[config.mk]
export PLATFORM = sky130hd
export DESIGN_NAME = rgb565_run_length_encoder
export DESIGN_NICKNAME = d
export VERILOG_FILES = /design/src/design/rle565_pkg.sv /design/src/design/rle565_ofifo.sv /design/src/design/rgb565_run_length_encoder.sv
export SDC_FILE = /design/constraint.sdc
export NUM_CORES = 1
export LEC_CHECK = 0
export BUFFER_PORTS_ARGS = -buffer_cell sky130_fd_sc_hd__buf_2
export CELL_PAD_IN_SITES_DETAIL_PLACEMENT = 1
export CELL_PAD_IN_SITES_GLOBAL_PLACEMENT = 2
export CORE_ASPECT_RATIO = 0.5
export CORE_MARGIN = 2
export CORE_UTILIZATION = 46
export CTS_CLUSTER_DIAMETER = 200
export DETAILED_ROUTE_END_ITERATION = 10
export GPL_ROUTABILITY_DRIVEN = 0
export PLACE_DENSITY = 0.9
export SLEW_MARGIN = 20
export SYNTH_ARGS = -nofsm -noshare
export SYNTH_HDL_FRONTEND = slang
export SYNTH_SLANG_ARGS = --single-unit
[constraint.sdc]
create_clock -name clk -period 7.07 [get_ports clk]
set_input_delay 0.707 -clock clk [delete_from_list [all_inputs] [get_ports clk]]
set_output_delay 0.707 -clock clk [all_outputs]
set_load 0.005 [all_outputs]
[src/design/rle565_pkg.sv]
// shared types, constants and the rgb565 packing function for the run-length encoder
// no dependencies; imported by rle565_ofifo and rgb565_run_length_encoder
package rle565_pkg;

	localparam logic [15:0] RUN_MAX       = 16'hFFFF;
	localparam int          RLE_OUT_DEPTH = 4;
	localparam int          CFG_ADDR_W    = 2;

	// configuration register indexes
	localparam logic [CFG_ADDR_W-1:0] CFG_RLE_ENABLE = 2'd0;
	localparam logic [CFG_ADDR_W-1:0] CFG_GREY_MODE  = 2'd1;

	typedef struct packed {
		logic        end_of_image;
		logic [15:0] colour565;
		logic [15:0] run_count;
	} result_t;

	typedef struct packed {
		logic push0;
		logic push1;
	} push_t;

	function automatic logic [15:0] pack565(input logic [7:0] r, input logic [7:0] g,
		input logic [7:0] b);
		return {r[7:3], g[7:2], b[7:3]};
	endfunction

endpackage

[src/design/rle565_ofifo.sv]
// result queue of the run-length encoder: takes up to two results a cycle, hands out one
// depends on rle565_pkg (result_t, push_t, RLE_OUT_DEPTH)
module rle565_ofifo
	import rle565_pkg::*;
#(
	parameter int Depth = RLE_OUT_DEPTH
) (
	input  logic    clk,
	input  logic    arst_n,
	input  push_t   push,
	input  result_t din0,
	input  result_t din1,
	output logic    room2,
	output logic    out_valid,
	input  logic    out_ready,
	output result_t dout
);

	localparam int AW = (Depth > 1) ? $clog2(Depth) : 1;
	localparam int CW = $clog2(Depth + 1);

	result_t         mem_q [Depth];
	logic [AW-1:0]   wr_ptr_q;
	logic [AW-1:0]   rd_ptr_q;
	logic [CW-1:0]   count_q;
	logic [AW-1:0]   wr_ptr_nx1;
	logic            pop;
	logic [CW-1:0]   n_push;

	function automatic logic [AW-1:0] ptr_inc(input logic [AW-1:0] p);
		return (p == AW'(Depth - 1)) ? '0 : p + 1'b1;
	endfunction

	assign wr_ptr_nx1 = ptr_inc(wr_ptr_q);
	assign pop        = out_valid & out_ready;
	assign n_push     = CW'(push.push0) + CW'(push.push1);
	assign out_valid  = (count_q != '0);
	assign dout       = mem_q[rd_ptr_q];
	assign room2      = (count_q <= CW'(Depth - 2));

	always_ff @(posedge clk) begin
		if (push.push0) begin
			mem_q[wr_ptr_q] <= din0;
		end
		if (push.push1) begin
			mem_q[wr_ptr_nx1] <= din1;
		end
	end

	always_ff @(posedge clk or negedge arst_n) begin
		if (!arst_n) begin
			wr_ptr_q <= '0;
			rd_ptr_q <= '0;
			count_q  <= '0;
		end else begin
			if (push.push1) begin
				wr_ptr_q <= ptr_inc(wr_ptr_nx1);
			end else if (push.push0) begin
				wr_ptr_q <= wr_ptr_nx1;
			end
			if (pop) begin
				rd_ptr_q <= ptr_inc(rd_ptr_q);
			end
			count_q <= count_q + n_push - CW'(pop);
		end
	end

	a_count_bound: assert property (@(posedge clk) disable iff (!arst_n)
		count_q <= CW'(Depth))
		else $error("result queue count above depth");

	a_push_room: assert property (@(posedge clk) disable iff (!arst_n)
		(push.push0 || push.push1) |-> room2)
		else $error("result queue written without room for two");

	a_push_order: assert property (@(posedge clk) disable iff (!arst_n)
		push.push1 |-> push.push0)
		else $error("second result slot written without the first");

endmodule

[src/design/rgb565_run_length_encoder.sv]
// channel     | signals                          | contents
// ------------+----------------------------------+----------------------------------------
// pixel in    | s_tvalid s_tready s_tdata s_tlast | red, green, blue bytes; tlast = last pixel
// result out  | m_tvalid m_tready m_tdata m_tlast | run_count, colour565; tlast = end of image
// config      | cfg_wr_en cfg_addr cfg_wdata      | 0 rle_enable, 1 grey_mode
//
// one pixel per cycle while the result queue has room for two results.
// a pixel that closes a run and ends the image gives two results, written to the result
// queue in one cycle and drained one per cycle, so the output port sets the rate then.
// a pixel waits in the input register until the queue has room for two results.
// reset clears the configuration, the open run and the queue.
module rgb565_run_length_encoder
	import rle565_pkg::*;
#(
	parameter int OutDepth = RLE_OUT_DEPTH
) (
	input  logic                  clk,
	input  logic                  arst_n,
	input  logic                  s_tvalid,
	output logic                  s_tready,
	input  logic [23:0]           s_tdata,   // red [7:0], green [15:8], blue [23:16]
	input  logic                  s_tlast,   // last_pixel
	output logic                  m_tvalid,
	input  logic                  m_tready,
	output logic [31:0]           m_tdata,   // run_count [15:0], colour565 [31:16]
	output logic                  m_tlast,   // end_of_image
	input  logic                  cfg_wr_en,
	input  logic [CFG_ADDR_W-1:0] cfg_addr,
	input  logic                  cfg_wdata
);

	logic        rle_en_q;
	logic        grey_q;
	logic        valid_s1;
	logic [7:0]  red_s1;
	logic [7:0]  green_s1;
	logic [7:0]  blue_s1;
	logic        last_s1;
	logic [15:0] run_colour_q;
	logic [15:0] run_len_q;

	logic        room2;
	logic        fire;
	logic [15:0] colour;
	logic        extend;
	logic        flush;
	logic [15:0] len_nx;
	logic [15:0] colour_nx;
	logic        emit2;
	result_t     res_flush;
	result_t     res_main;
	push_t       push;
	result_t     dout;

	assign fire     = valid_s1 & room2;
	assign s_tready = ~valid_s1 | fire;

	always_ff @(posedge clk or negedge arst_n) begin
		if (!arst_n) begin
			rle_en_q <= 1'b0;
			grey_q   <= 1'b0;
		end else if (cfg_wr_en) begin
			unique case (cfg_addr)
				CFG_RLE_ENABLE: rle_en_q <= cfg_wdata;
				CFG_GREY_MODE:  grey_q   <= cfg_wdata;
				default: ;
			endcase
		end
	end

	always_ff @(posedge clk or negedge arst_n) begin
		if (!arst_n) begin
			valid_s1 <= 1'b0;
		end else if (s_tready) begin
			valid_s1 <= s_tvalid;
		end
	end

	always_ff @(posedge clk) begin
		if (s_tready && s_tvalid) begin
			red_s1   <= s_tdata[7:0];
			green_s1 <= s_tdata[15:8];
			blue_s1  <= s_tdata[23:16];
			last_s1  <= s_tlast;
		end
	end

	always_comb begin
		colour    = grey_q ? pack565(red_s1, red_s1, red_s1)
		                   : pack565(red_s1, green_s1, blue_s1);
		extend    = rle_en_q && (run_len_q != '0) && (colour == run_colour_q)
		            && (run_len_q != RUN_MAX);
		// any open run closes unless this pixel extends it
		flush     = (run_len_q != '0) && !extend;
		colour_nx = extend ? run_colour_q : colour;
		len_nx    = extend ? run_len_q + 16'd1 : 16'd1;
		emit2     = !rle_en_q || last_s1;

		res_flush.run_count    = run_len_q;
		res_flush.colour565    = run_colour_q;
		res_flush.end_of_image = 1'b0;

		res_main.run_count     = rle_en_q ? len_nx : 16'd1;
		res_main.colour565     = colour_nx;
		res_main.end_of_image  = last_s1;

		push.push0 = fire && (flush || emit2);
		push.push1 = fire && flush && emit2;
	end

	always_ff @(posedge clk or negedge arst_n) begin
		if (!arst_n) begin
			run_colour_q <= '0;
			run_len_q    <= '0;
		end else if (fire) begin
			run_colour_q <= colour_nx;
			run_len_q    <= (emit2) ? 16'd0 : len_nx;
		end
	end

	rle565_ofifo #(
		.Depth(OutDepth)
	) u_ofifo (
		.clk      (clk),
		.arst_n   (arst_n),
		.push     (push),
		.din0     (flush ? res_flush : res_main),
		.din1     (res_main),
		.room2    (room2),
		.out_valid(m_tvalid),
		.out_ready(m_tready),
		.dout     (dout)
	);

	assign m_tdata = {dout.colour565, dout.run_count};
	assign m_tlast = dout.end_of_image;

	a_plain_no_run: assert property (@(posedge clk) disable iff (!arst_n)
		(fire && !rle_en_q) |=> (run_len_q == '0))
		else $error("open run left behind in plain mode");

	a_last_closes: assert property (@(posedge clk) disable iff (!arst_n)
		(fire && last_s1) |=> (run_len_q == '0))
		else $error("open run left behind after last pixel");

	a_run_grows: assert property (@(posedge clk) disable iff (!arst_n)
		(fire && extend && !emit2) |=> (run_len_q == $past(run_len_q) + 16'd1))
		else $error("run length did not advance on a repeated colour");

	a_flush_push: assert property (@(posedge clk) disable iff (!arst_n)
		(fire && run_len_q != '0 && !extend) |-> push.push0)
		else $error("closed run was not queued");

endmodule
==> results.tsv, run 1 <==
metric	value	unit
synthToLayoutAreaGrowth	9.66	%
p_seq_share	42.2	%
diodes	0	
wirelength	24.8	mm
die_h	108	µm
cts.sinks	192	
mappedNetlistArea	9870	µm²
final_hold_viol_count	0	
synth_nets	796	
synthCells	749	
hp-class	input port to async pin	
grt_util_all_layers	23.4	%
status	finished, final reports clean	
cts_buffer_depth	2	
synth.distinct_cells	50	
pin_count	68	
timing.final.crit_share	59.7	%
seq_area_frac_synth	56.3	%
routedWlPerCell	23.3	µm
synth-edff-count	150	
grt.overflow.total	0	
root_buffer	clkbuf_16	
initial_core_util	47.5	%
final_common_cell	edfxtp_1	
p_total	4.32	mW
rsz0062_at_grt	no	
swShare	36.4	%
htree_levels	4	
slew_headroom	26.2	%
clk_latency	450	ps
clock.fmax	237	MHz
grt_pass1_wl	39.1	mm
grt_pass1_vias	6892	
most-common-layout-cells	150 x edfxtp_1, 98 x nand2_1, 65 x a21o_1, 60 x buf_2, 46 x mux2_1	
max-vdd-ir-drop	0.000189	V
power_leakage	4.59	nW
vias	6328	
avgSynthCellArea	13.2	µm²
cts.clk_slew.worst_paths	70	ps
drt-pass1-iter-count	5	
max_slew.worst_pin.slew	1110	ps
synth.top_cell.area_share	45.7	%
worstSetupEndpointType	flop	
ctsResizeCount	0	
postCtsHoldBufs	0	
synthArstFlopShare	21.9	%
nNetsFinal	825	
maxCapViolations	0	
portBuffers	60	
dp_hpwl	15.4	mm
fin_tns_setup	0	ps
cts_setup_buffers	0	
synth_flop_cell	edfxtp_1	
antenna_found_initial	0	
setup_violations	0	
finalCriticalPeriod	4220	ps
core	20800	µm²
crit_fanout	26	
drive_gt1_share	22.8	%
cp.required	7270	ps
switchingPower	1.57	mW
fin_skew	14.2	ps
synth_warnings	0	
slew_violations	0	
r2r_slack	2850	ps
die-area	22700	µm²
fp.dieW	211	µm
startpoint_type	flop	
power_density	399	nW/µm²
synth-seq-cells	192	
pwr-share-comb	36.7	%
fin_ws	2850	ps
crit_arrival	4420	ps
grt_max_degree	44	
cts_buffers	17	
pre_cts_ws	2910	ps
internal_power	2.75	mW
ys_top_cells_by_area	edfxtp_1 46%, dfrtp_1 11%, mux4_2 7.5%, mux2_1 5.3%, a21o_1 4.9%	
ant_nets	0	
r2r_cells	7	
cts_tree	yes	
drc	0	
routed_via_density	5.95	
drt_iter0_drc	433	
rows	37	
path_class	flop to flop	
clkPwrFrac	21.1	%
synth_top_cell_by_area	edfxtp_1	
registers in the layout, summed over array words and instances (netlist names):
register / cells
u_ofifo.mem_q: 132
run_colour_q: 16
run_len_q: 16
green_s1: 6
red_s1: 6
blue_s1: 5
u_ofifo.count_q: 3
u_ofifo.rd_ptr_q: 2
u_ofifo.wr_ptr_q: 2
grey_q: 1
last_s1: 1
rle_en_q: 1
valid_s1: 1
metrics by stage:
step / hold WS (ps) / area (µm²) / utilization [%] / cells
final: 357 / 10800 / 52.0 / 1064
after global routing: 402 / 10800 / 52.0 / 1064
after detailed placement: 563 / 10300 / 49.4 / 1032
after global placement: 557 / 10300 / 49.4 / 1032
after floorplan: 411 / 9870 / - / 749
after CTS: 376 / 10800 / 52.0 / 1064
Yosys cell counts, types with 2 or more instances:
cell type / count
buf_1: 5
nor2_1: 4
a21o_1: 65
and3_1: 14
and4_1: 3
inv_1: 21
o21a_1: 4
nor4_2: 2
mux4_2: 33
ha_1: 13
nand3_1: 23
a2bb2oi_1: 2
or3_1: 5
o21ai_0: 8
buf_6: 11
mux2_4: 20
xnor2_1: 11
or4_1: 5
clkbuf_1: 38
and3_4: 2
buf_2: 8
mux2_2: 6
o21bai_1: 6
o2111ai_1: 3
nand2_1: 98
and2_1: 5
or2_2: 10
o22ai_1: 2
nand2b_1: 7
dfrtp_1: 42
mux2_1: 46
edfxtp_1: 150
nor3_1: 7
nor3b_1: 2
nor4_1: 9
xor2_1: 7
nand4_1: 9
a21oi_1: 27
nor2b_1: 5
path summary, 6_finish.rpt:
path                                  from                   end
worst max-delay path                grey_q  u_ofifo.mem_q[2][29]
worst min-delay path                arst_n   u_ofifo.rd_ptr_q[1]
worst max register to register      grey_q  u_ofifo.mem_q[2][29]
worst min register to register    valid_s1              valid_s1
max in group asynchronous           arst_n   u_ofifo.rd_ptr_q[0]
min in group clk                s_tdata[6]             red_s1[6]
cells by family after synthesis:
| logic type | after synthesis | synth area share [%] |
|---|---|---|
| XOR/XNOR | 18 | 1.60 |
| adder cells (fa/ha/maj) | 14 | 1.85 |
| AND/OR/NAND/NOR | 214 | 11.1 |
| buffers and inverters | 83 | 4.10 |
| AO/OA/AOI/OAI | 123 | 8.54 |
| flip-flops | 192 | 56.3 |
| multiplexers | 105 | 16.5 |
metal layers:
layer	vias to the layer above	wire length, µm	GRT usage, %
met4	0	291	6.54
met3	24	802	4.55
met1	3331	11300	30.6
li1	2852	-	-
met5	-	0	0
met2	121	12400	40.1
worst max-delay path, stage by stage, from the launching register on:
cell     delay, ps
dfrtp_1        820
mux2_2         470
xor2_1         160
nor4_2         270
nand4_2        630
and3_1         820
buf_4          410
mux2_1         340
power by group through the flow:
stage | Combinational [mW] | Sequential [mW] | Clock [mW]
floorplan | 1.15 | 1.73 | 0
global placement | 1.54 | 1.82 | 0
detailed placement | 1.59 | 1.84 | 0
CTS | 1.61 | 1.82 | 0.922
global route | 1.72 | 1.86 | 0.968
finish | 1.58 | 1.82 | 0.909
layout make-up:
cell class	instances	area, µm²
flip-flops and latches	192	5560
multi-input cells	474	3910
inverters	21	78.8
fillers	2080	9970
repair buffers	72	390
clock inverters	14	110
clock buffers	18	429
well taps	273	342
(Power assumes the default switching activity.)
==> run 2: changes to the inputs <==
--- a/config.mk
+++ b/config.mk
@@ -5,16 +5,17 @@
 export SDC_FILE = /design/constraint.sdc
 export NUM_CORES = 1
 export LEC_CHECK = 0
+export ABC_AREA = 1
 export BUFFER_PORTS_ARGS = -buffer_cell sky130_fd_sc_hd__buf_2
 export CELL_PAD_IN_SITES_DETAIL_PLACEMENT = 1
 export CELL_PAD_IN_SITES_GLOBAL_PLACEMENT = 2
 export CORE_ASPECT_RATIO = 0.5
 export CORE_MARGIN = 2
-export CORE_UTILIZATION = 46
+export CORE_UTILIZATION = 38
 export CTS_CLUSTER_DIAMETER = 200
 export DETAILED_ROUTE_END_ITERATION = 10
 export GPL_ROUTABILITY_DRIVEN = 0
-export PLACE_DENSITY = 0.9
+export PLACE_DENSITY = 0.86
 export SLEW_MARGIN = 20
 export SYNTH_ARGS = -nofsm -noshare
 export SYNTH_HDL_FRONTEND = slang
==> constraint.sdc (replaced) <==
create_clock -name clk -period 4.17 [get_ports clk]
set_input_delay 0.417 -clock clk [delete_from_list [all_inputs] [get_ports clk]]
set_output_delay 0.417 -clock clk [all_outputs]
set_load 0.005 [all_outputs]
==> run 2 against run 1 <==
  * Combinational power grew 100%
  * Fmax grew 25%
  * Sequential share of layout area shrank 2.9 points
  * Routed wire length grew 30%
  * Sequential power grew 59%
  * Die area grew 25%
  * Clock-buffer cell count shrank 1
  * Non-clock buffer count grew 16
  * Core utilization shrank 8.7 points
  * Largest cell class unchanged
  * Largest power group is now combinational logic
  * Highest routed layer unchanged
==> results.tsv, run 2 <==
metric	value	unit
synth-edff-count	150	
grt.overflow.total	0	
avgSynthCellArea	8.64	µm²
post-synth-top-count-cell	nand2_1	
diodes	0	
die-area	28400	µm²
crit_path_frequent_cell	nand2_1	
cp_top_family	simple AND/OR/NAND/NOR gates	
rows	42	
cp_cell_sequence	ha_1 -> nand2_1 -> nor2_2 -> nand2_2 -> nor2_2 -> nand2_1 -> nand2_1 -> nor2_4 -> nand3_4 -> nand4_4 -> nand2_1 -> buf_4	
synthCells	1187	
synth_top_cell_by_area	edfxtp_1	
drive_gt1_share	14.1	%
routedWlPerCell	20.1	µm
mappedNetlistArea	10300	µm²
worstSetupEndpointType	flop	
pin_count	68	
synth.distinct_cells	38	
top_regs	u_ofifo.mem_q: 132 flops, run_colour_q: 16 flops, run_len_q: 16 flops	
final_hold_viol_count	0	
die_h	120	µm
fin_skew	12.7	ps
grt_pass1_vias	8913	
grt_pass1_wl	50.6	mm
cts.sinks	192	
power_leakage	5.25	nW
slew_headroom	43.0	%
synth_common_cells	404 x nand2_1, 150 x edfxtp_1, 113 x nor2_1	
crit_buf_inv	1	
pwr-share-comb	41.6	%
timing.final.crit_share	81.2	%
drc	0	
switchingPower	3.20	mW
seq_area_frac_synth	54.2	%
synth_warnings	0	
utilization	43.3	%
fp.dieW	236	µm
cts_buffer_depth	2	
largest_register	u_ofifo.mem_q	
htree_levels	4	
cts.clk_slew.worst_paths	70	ps
root_buffer	clkbuf_16	
dp_hpwl	21.2	mm
power_density	676	nW/µm²
startpoint_type	flop	
initial_core_util	38.7	%
drt-pass1-iter-count	5	
synth_nets	1234	
grt_util_all_layers	23.9	%
path_class	flop to flop	
cp.required	4270	ps
synth.top_cell.area_share	43.9	%
grt_max_degree	69	
maxCapViolations	0	
setup_violations	0	
p_seq_share	37.3	%
crit_arrival	3480	ps
routed_via_density	5.34	
clk_latency	460	ps
synth_flop_cell	edfxtp_1	
rsz0062_at_grt	no	
clock.fmax	295	MHz
most-common-layout-cells	404 x nand2_1, 150 x edfxtp_1, 112 x nor2_1, 102 x inv_1, 86 x o21ai_0	
synthArstFlopShare	21.9	%
internal_power	4.56	mW
portBuffers	60	
r2r_slack	790	ps
critPathMaxStageDelay	430	ps
max_slew.worst_pin.slew	854	ps
cts_buffers	17	
status	finished, final reports clean	
drt_iter0_drc	613	
swShare	41.2	%
n_fill_cell	3179	
synth-seq-cells	192	
max-vdd-ir-drop	0.000335	V
vias	8556	
fin_tns_setup	0	ps
cts_setup_buffers	0	
hp-class	input port to flop	
cts_tree	yes	
finalCriticalPeriod	3380	ps
ys_top_cells_by_area	edfxtp_1 44%, nand2_1 15%, dfrtp_1 10%, o21ai_0 4.2%, nor2_1 4.1%	
core	26500	µm²
synthToLayoutAreaGrowth	11.9	%
cpMaxStageDelayCell	buf_4	
wirelength	32.2	mm
slew_violations	0	
clkPwrFrac	21.2	%
crit_fanout	22	
final_common_cell	nand2_1	
ant_nets	0	
antenna_found_initial	0	
largest_reg_flops	132	
nNetsFinal	1285	
## run 2: cells by family after synthesis
family	Yosys count	synth area share [%]
compound gates	149	8.05
simple gates	655	27.8
flops	192	54.2
buf+inv	167	7.26
fa+ha+maj	14	1.78
xor+xnor	10	0.928
## run 2: timing repair
action                                  in CTS  in global routing
hold buffers                                 1                  0
endpoints found under the hold margin        9                  0
endpoints found under the setup margin       0                  0
gates resized for setup                      0                  0
## run 2: metrics by stage
stage | std cells | worst slack, ps | cell area (µm²) | power [mW] | hold WS, ps
floorplan | 1187 | 1360 | 10300 | 4.92 | 121
global placement | 1570 | 951 | 10900 | 6.01 | 313
detailed placement | 1570 | 841 | 10900 | 6.17 | 319
CTS | 1603 | 832 | 11500 | 7.81 | 112
global route | 1603 | 648 | 11500 | 8.30 | 114
finish | 1603 | 785 | 11500 | 7.75 | 134
## run 2: per-layer routing
metal | global-route usage (%) | up-vias | wire length, µm
met5 | 0 | - | 0
met4 | 9.38 | 0 | 903
met3 | 4.53 | 67 | 1420
met2 | 40.5 | 201 | 15300
met1 | 30.3 | 4280 | 14500
li1 | - | 4008 | -
## run 2: worst register-to-register path: cells and delay by family, from the launching register on
family / cells / cell delay [ps]
AND/OR/NAND/NOR: 10 / 1990
buffers and inverters: 1 / 430
adder cells (fa/ha/maj): 1 / 210
flip-flops: 1 / 400
## run 2: cell type report
type,count,area [µm²],area share (%)
inverter,111,417,3.63
tap,352,440,3.84
sequential,192,5560,48.5
clock inverter,15,144,1.25
timing repair buffer,88,526,4.58
multi-input combinational,828,3960,34.5
clock buffer,17,425,3.71
## run 2: path summary, 6_finish.rpt
path / startpoint / end / cells after the start
setup reg to reg: run_len_q[0] / u_ofifo.mem_q[2][0] / 12
hold reg to reg: u_ofifo.wr_ptr_q[1] / u_ofifo.wr_ptr_q[1] / 2
hold / removal: s_tdata[15] / green_s1[7] / 1
max in group asynchronous: arst_n / u_ofifo.rd_ptr_q[1] / 3
setup / recovery: run_len_q[0] / u_ofifo.mem_q[2][0] / 12
min in group asynchronous: arst_n / run_colour_q[2] / 2
## run 2: power by group through the flow
stage                     Combinational [mW]  Clock (mW)  Sequential [mW]
after floorplan                         2.06           0             2.86
after global placement                  3.11           0             2.91
after detailed placement                3.24           0             2.93
after CTS                               3.26        1.66             2.89
after global routing                    3.63        1.74             2.93
final                                   3.22        1.64             2.89
==> run 3: changes to the inputs <==
--- a/config.mk
+++ b/config.mk
@@ -11,11 +11,11 @@
 export CELL_PAD_IN_SITES_GLOBAL_PLACEMENT = 2
 export CORE_ASPECT_RATIO = 0.5
 export CORE_MARGIN = 2
-export CORE_UTILIZATION = 38
+export CORE_UTILIZATION = 34
 export CTS_CLUSTER_DIAMETER = 200
 export DETAILED_ROUTE_END_ITERATION = 10
 export GPL_ROUTABILITY_DRIVEN = 0
-export PLACE_DENSITY = 0.86
+export PLACE_DENSITY = 0.81
 export SLEW_MARGIN = 20
 export SYNTH_ARGS = -nofsm -noshare
 export SYNTH_HDL_FRONTEND = slang
==> constraint.sdc (replaced) <==
create_clock -name clk -period 2.8 [get_ports clk]
set_input_delay 0.28 -clock clk [delete_from_list [all_inputs] [get_ports clk]]
set_output_delay 0.28 -clock clk [all_outputs]
set_load 0.005 [all_outputs]
==> run 3 against run 2 <==
  * Cell area rose by 6.7%
  * Sequential share of layout area decreased by 3.1 points
  * Global-route usage decreased by 2.3 points
  * Routed wire length up 3.4%
  * Power up 54%
  * Combinational power grew 61%
  * Register-to-register slack got worse by 700 ps
  * Sequential power increased by 48%
  * Clock power rose by 53%
==> results.tsv, run 3 (synthesized netlist as in run 2, its figures left out) <==
metric	value	unit
grtUsageMet3	3.41	%
cts_tree	yes	
portBuffers	60	
slew_headroom	50.5	%
max_slew.worst_pin.slew	742	ps
timing.final.crit_share	97.0	%
grt.overflow.total	0	
cts.sinks	192	
cts.clk_slew.worst_paths	70	ps
finalCriticalPeriod	2720	ps
clk_latency	450	ps
power_density	978	nW/µm²
pin_count	68	
final_hold_viol_count	0	
fin_skew	9.83	ps
synthToLayoutAreaGrowth	19.4	%
rows	44	
dp_hpwl	21.8	mm
maxCapViolations	0	
htree_levels	4	
cts_buffers	17	
ant_nets	0	
vias	8728	
final_common_cell	nand2_1	
hp-class	input port to flop	
top_regs	u_ofifo.mem_q: 132 flops, run_colour_q: 16 flops, run_len_q: 16 flops	
drt_iter0_drc	705	
crit_fanout	3	
drt-pass1-iter-count	5	
routedWlPerCell	19.6	µm
grt_util_all_layers	21.5	%
core	29300	µm²
diodes	0	
cts_buffer_depth	2	
cp.required	3140	ps
antenna_found_initial	0	
max-vdd-ir-drop	0.000682	V
crit_arrival	3060	ps
setup_violations	0	
root_buffer	clkbuf_16	
worstSetupEndpointType	flop	
grt_busiest_layer	met2	
die_h	127	µm
wirelength	33.3	mm
grt_pass1_wl	51.3	mm
largest_reg_flops	132	
slew_violations	0	
nNetsFinal	1343	
startpoint_type	flop	
drive_gt1_share	19.1	%
routed_via_density	5.13	
most-common-layout-cells	385 x nand2_1, 150 x edfxtp_1, 105 x nor2_1, 99 x inv_1, 86 x o21ai_0	
largest_register	u_ofifo.mem_q	
clock.fmax	368	MHz
path_class	flop to flop	
p_total	12.0	mW
status	finished, final reports clean	
fp.dieW	250	µm
die-area	31600	µm²
drc	0	
power_leakage	5.57	nW
use_met1	27.2	%
initial_core_util	34.9	%
met2_usage	37.7	%
grt_max_degree	69	
fin_tns_setup	0	ps
grt_pass1_vias	9262	
==> run 3: cell count changes in the layout (fill, tap and decap cells not counted), sizes merged <==
cell | previous run | this run
clkinv | 11 | 8
buf | 87 | 127
inv | 112 | 110
dlygate4sd3 | 1 | 19
clkbuf | 17 | 22
==> run 3: final timing paths <==
check,from,to,slack [ps],depth (start not counted)
max reg2reg,run_len_q[1],u_ofifo.count_q[2],80,17
min,s_tvalid,valid_s1,30,3
min reg2reg,run_colour_q[12],run_colour_q[12],580,2
max,run_len_q[1],u_ofifo.count_q[2],80,17
max in group asynchronous,arst_n,run_colour_q[4],1560,3
min in group asynchronous,arst_n,run_colour_q[2],420,2
==> run 3: report_power, final <==
group          internal, mW  switching [mW]  leakage (nW)
Combinational          1.74            3.44          3.33
Clock                  1.38            1.12         0.285
Sequential             4.00           0.287          1.95
==> run 3: per-stage QoR <==
| stage | instance area (µm²) | utilization (%) | instances | hold slack (ps) | setup slack, ps |
|---|---|---|---|---|---|
| after floorplan | 10300 | - | 1187 | -15.6 | 9.99 |
| after global placement | 11300 | 38.4 | 1640 | 343 | 67.1 |
| after detailed placement | 11300 | 38.4 | 1640 | 361 | -14.5 |
| after CTS | 12100 | 41.1 | 1692 | 13.3 | -21.8 |
| after global routing | 12200 | 41.7 | 1700 | 33.6 | -45.1 |
| final | 12200 | 41.7 | 1700 | 30.3 | 83.5 |
==> run 3: worst max-delay path, cell delays in order (launching register included) <==
cell      delay (ps)
dfrtp_1          370
ha_2             200
nand2_2           70
nor2_4           150
nand2_2          100
nor2_4           170
nand2_4           90
nand2_2           80
nor2_2            40
nand2_2           90
nand2_4           60
o21bai_4         160
ha_2             180
inv_1             40
ha_1             270
inv_2             40
fa_2             370
xnor2_1          130
==> run 3: area by class of cell <==
| cell class | count | area [µm²] |
|---|---|---|
| fillers | 3436 | 17100 |
| flip-flops and latches | 192 | 5560 |
| multi-input cells | 828 | 4090 |
| repair buffers | 146 | 1100 |
| well taps | 391 | 489 |
| clock buffers | 22 | 474 |
| inverters | 111 | 417 |
| clock inverters | 10 | 111 |
==> run 3: metal layers <==
layer | wire length [µm] | share of wire [%]
met1 | 14800 | 44
met5 | 0 | 0
met3 | 1250 | 3.7
met4 | 804 | 2.4
met2 | 16400 | 49
==> run 3: timing repair <==
action	4_1_cts	5_1_grt
setup buffers	1	8
hold buffers	19	0
hold endpoints to repair	39	0
pin swaps	0	11
setup endpoints to repair	9	254
resized for setup	1	40
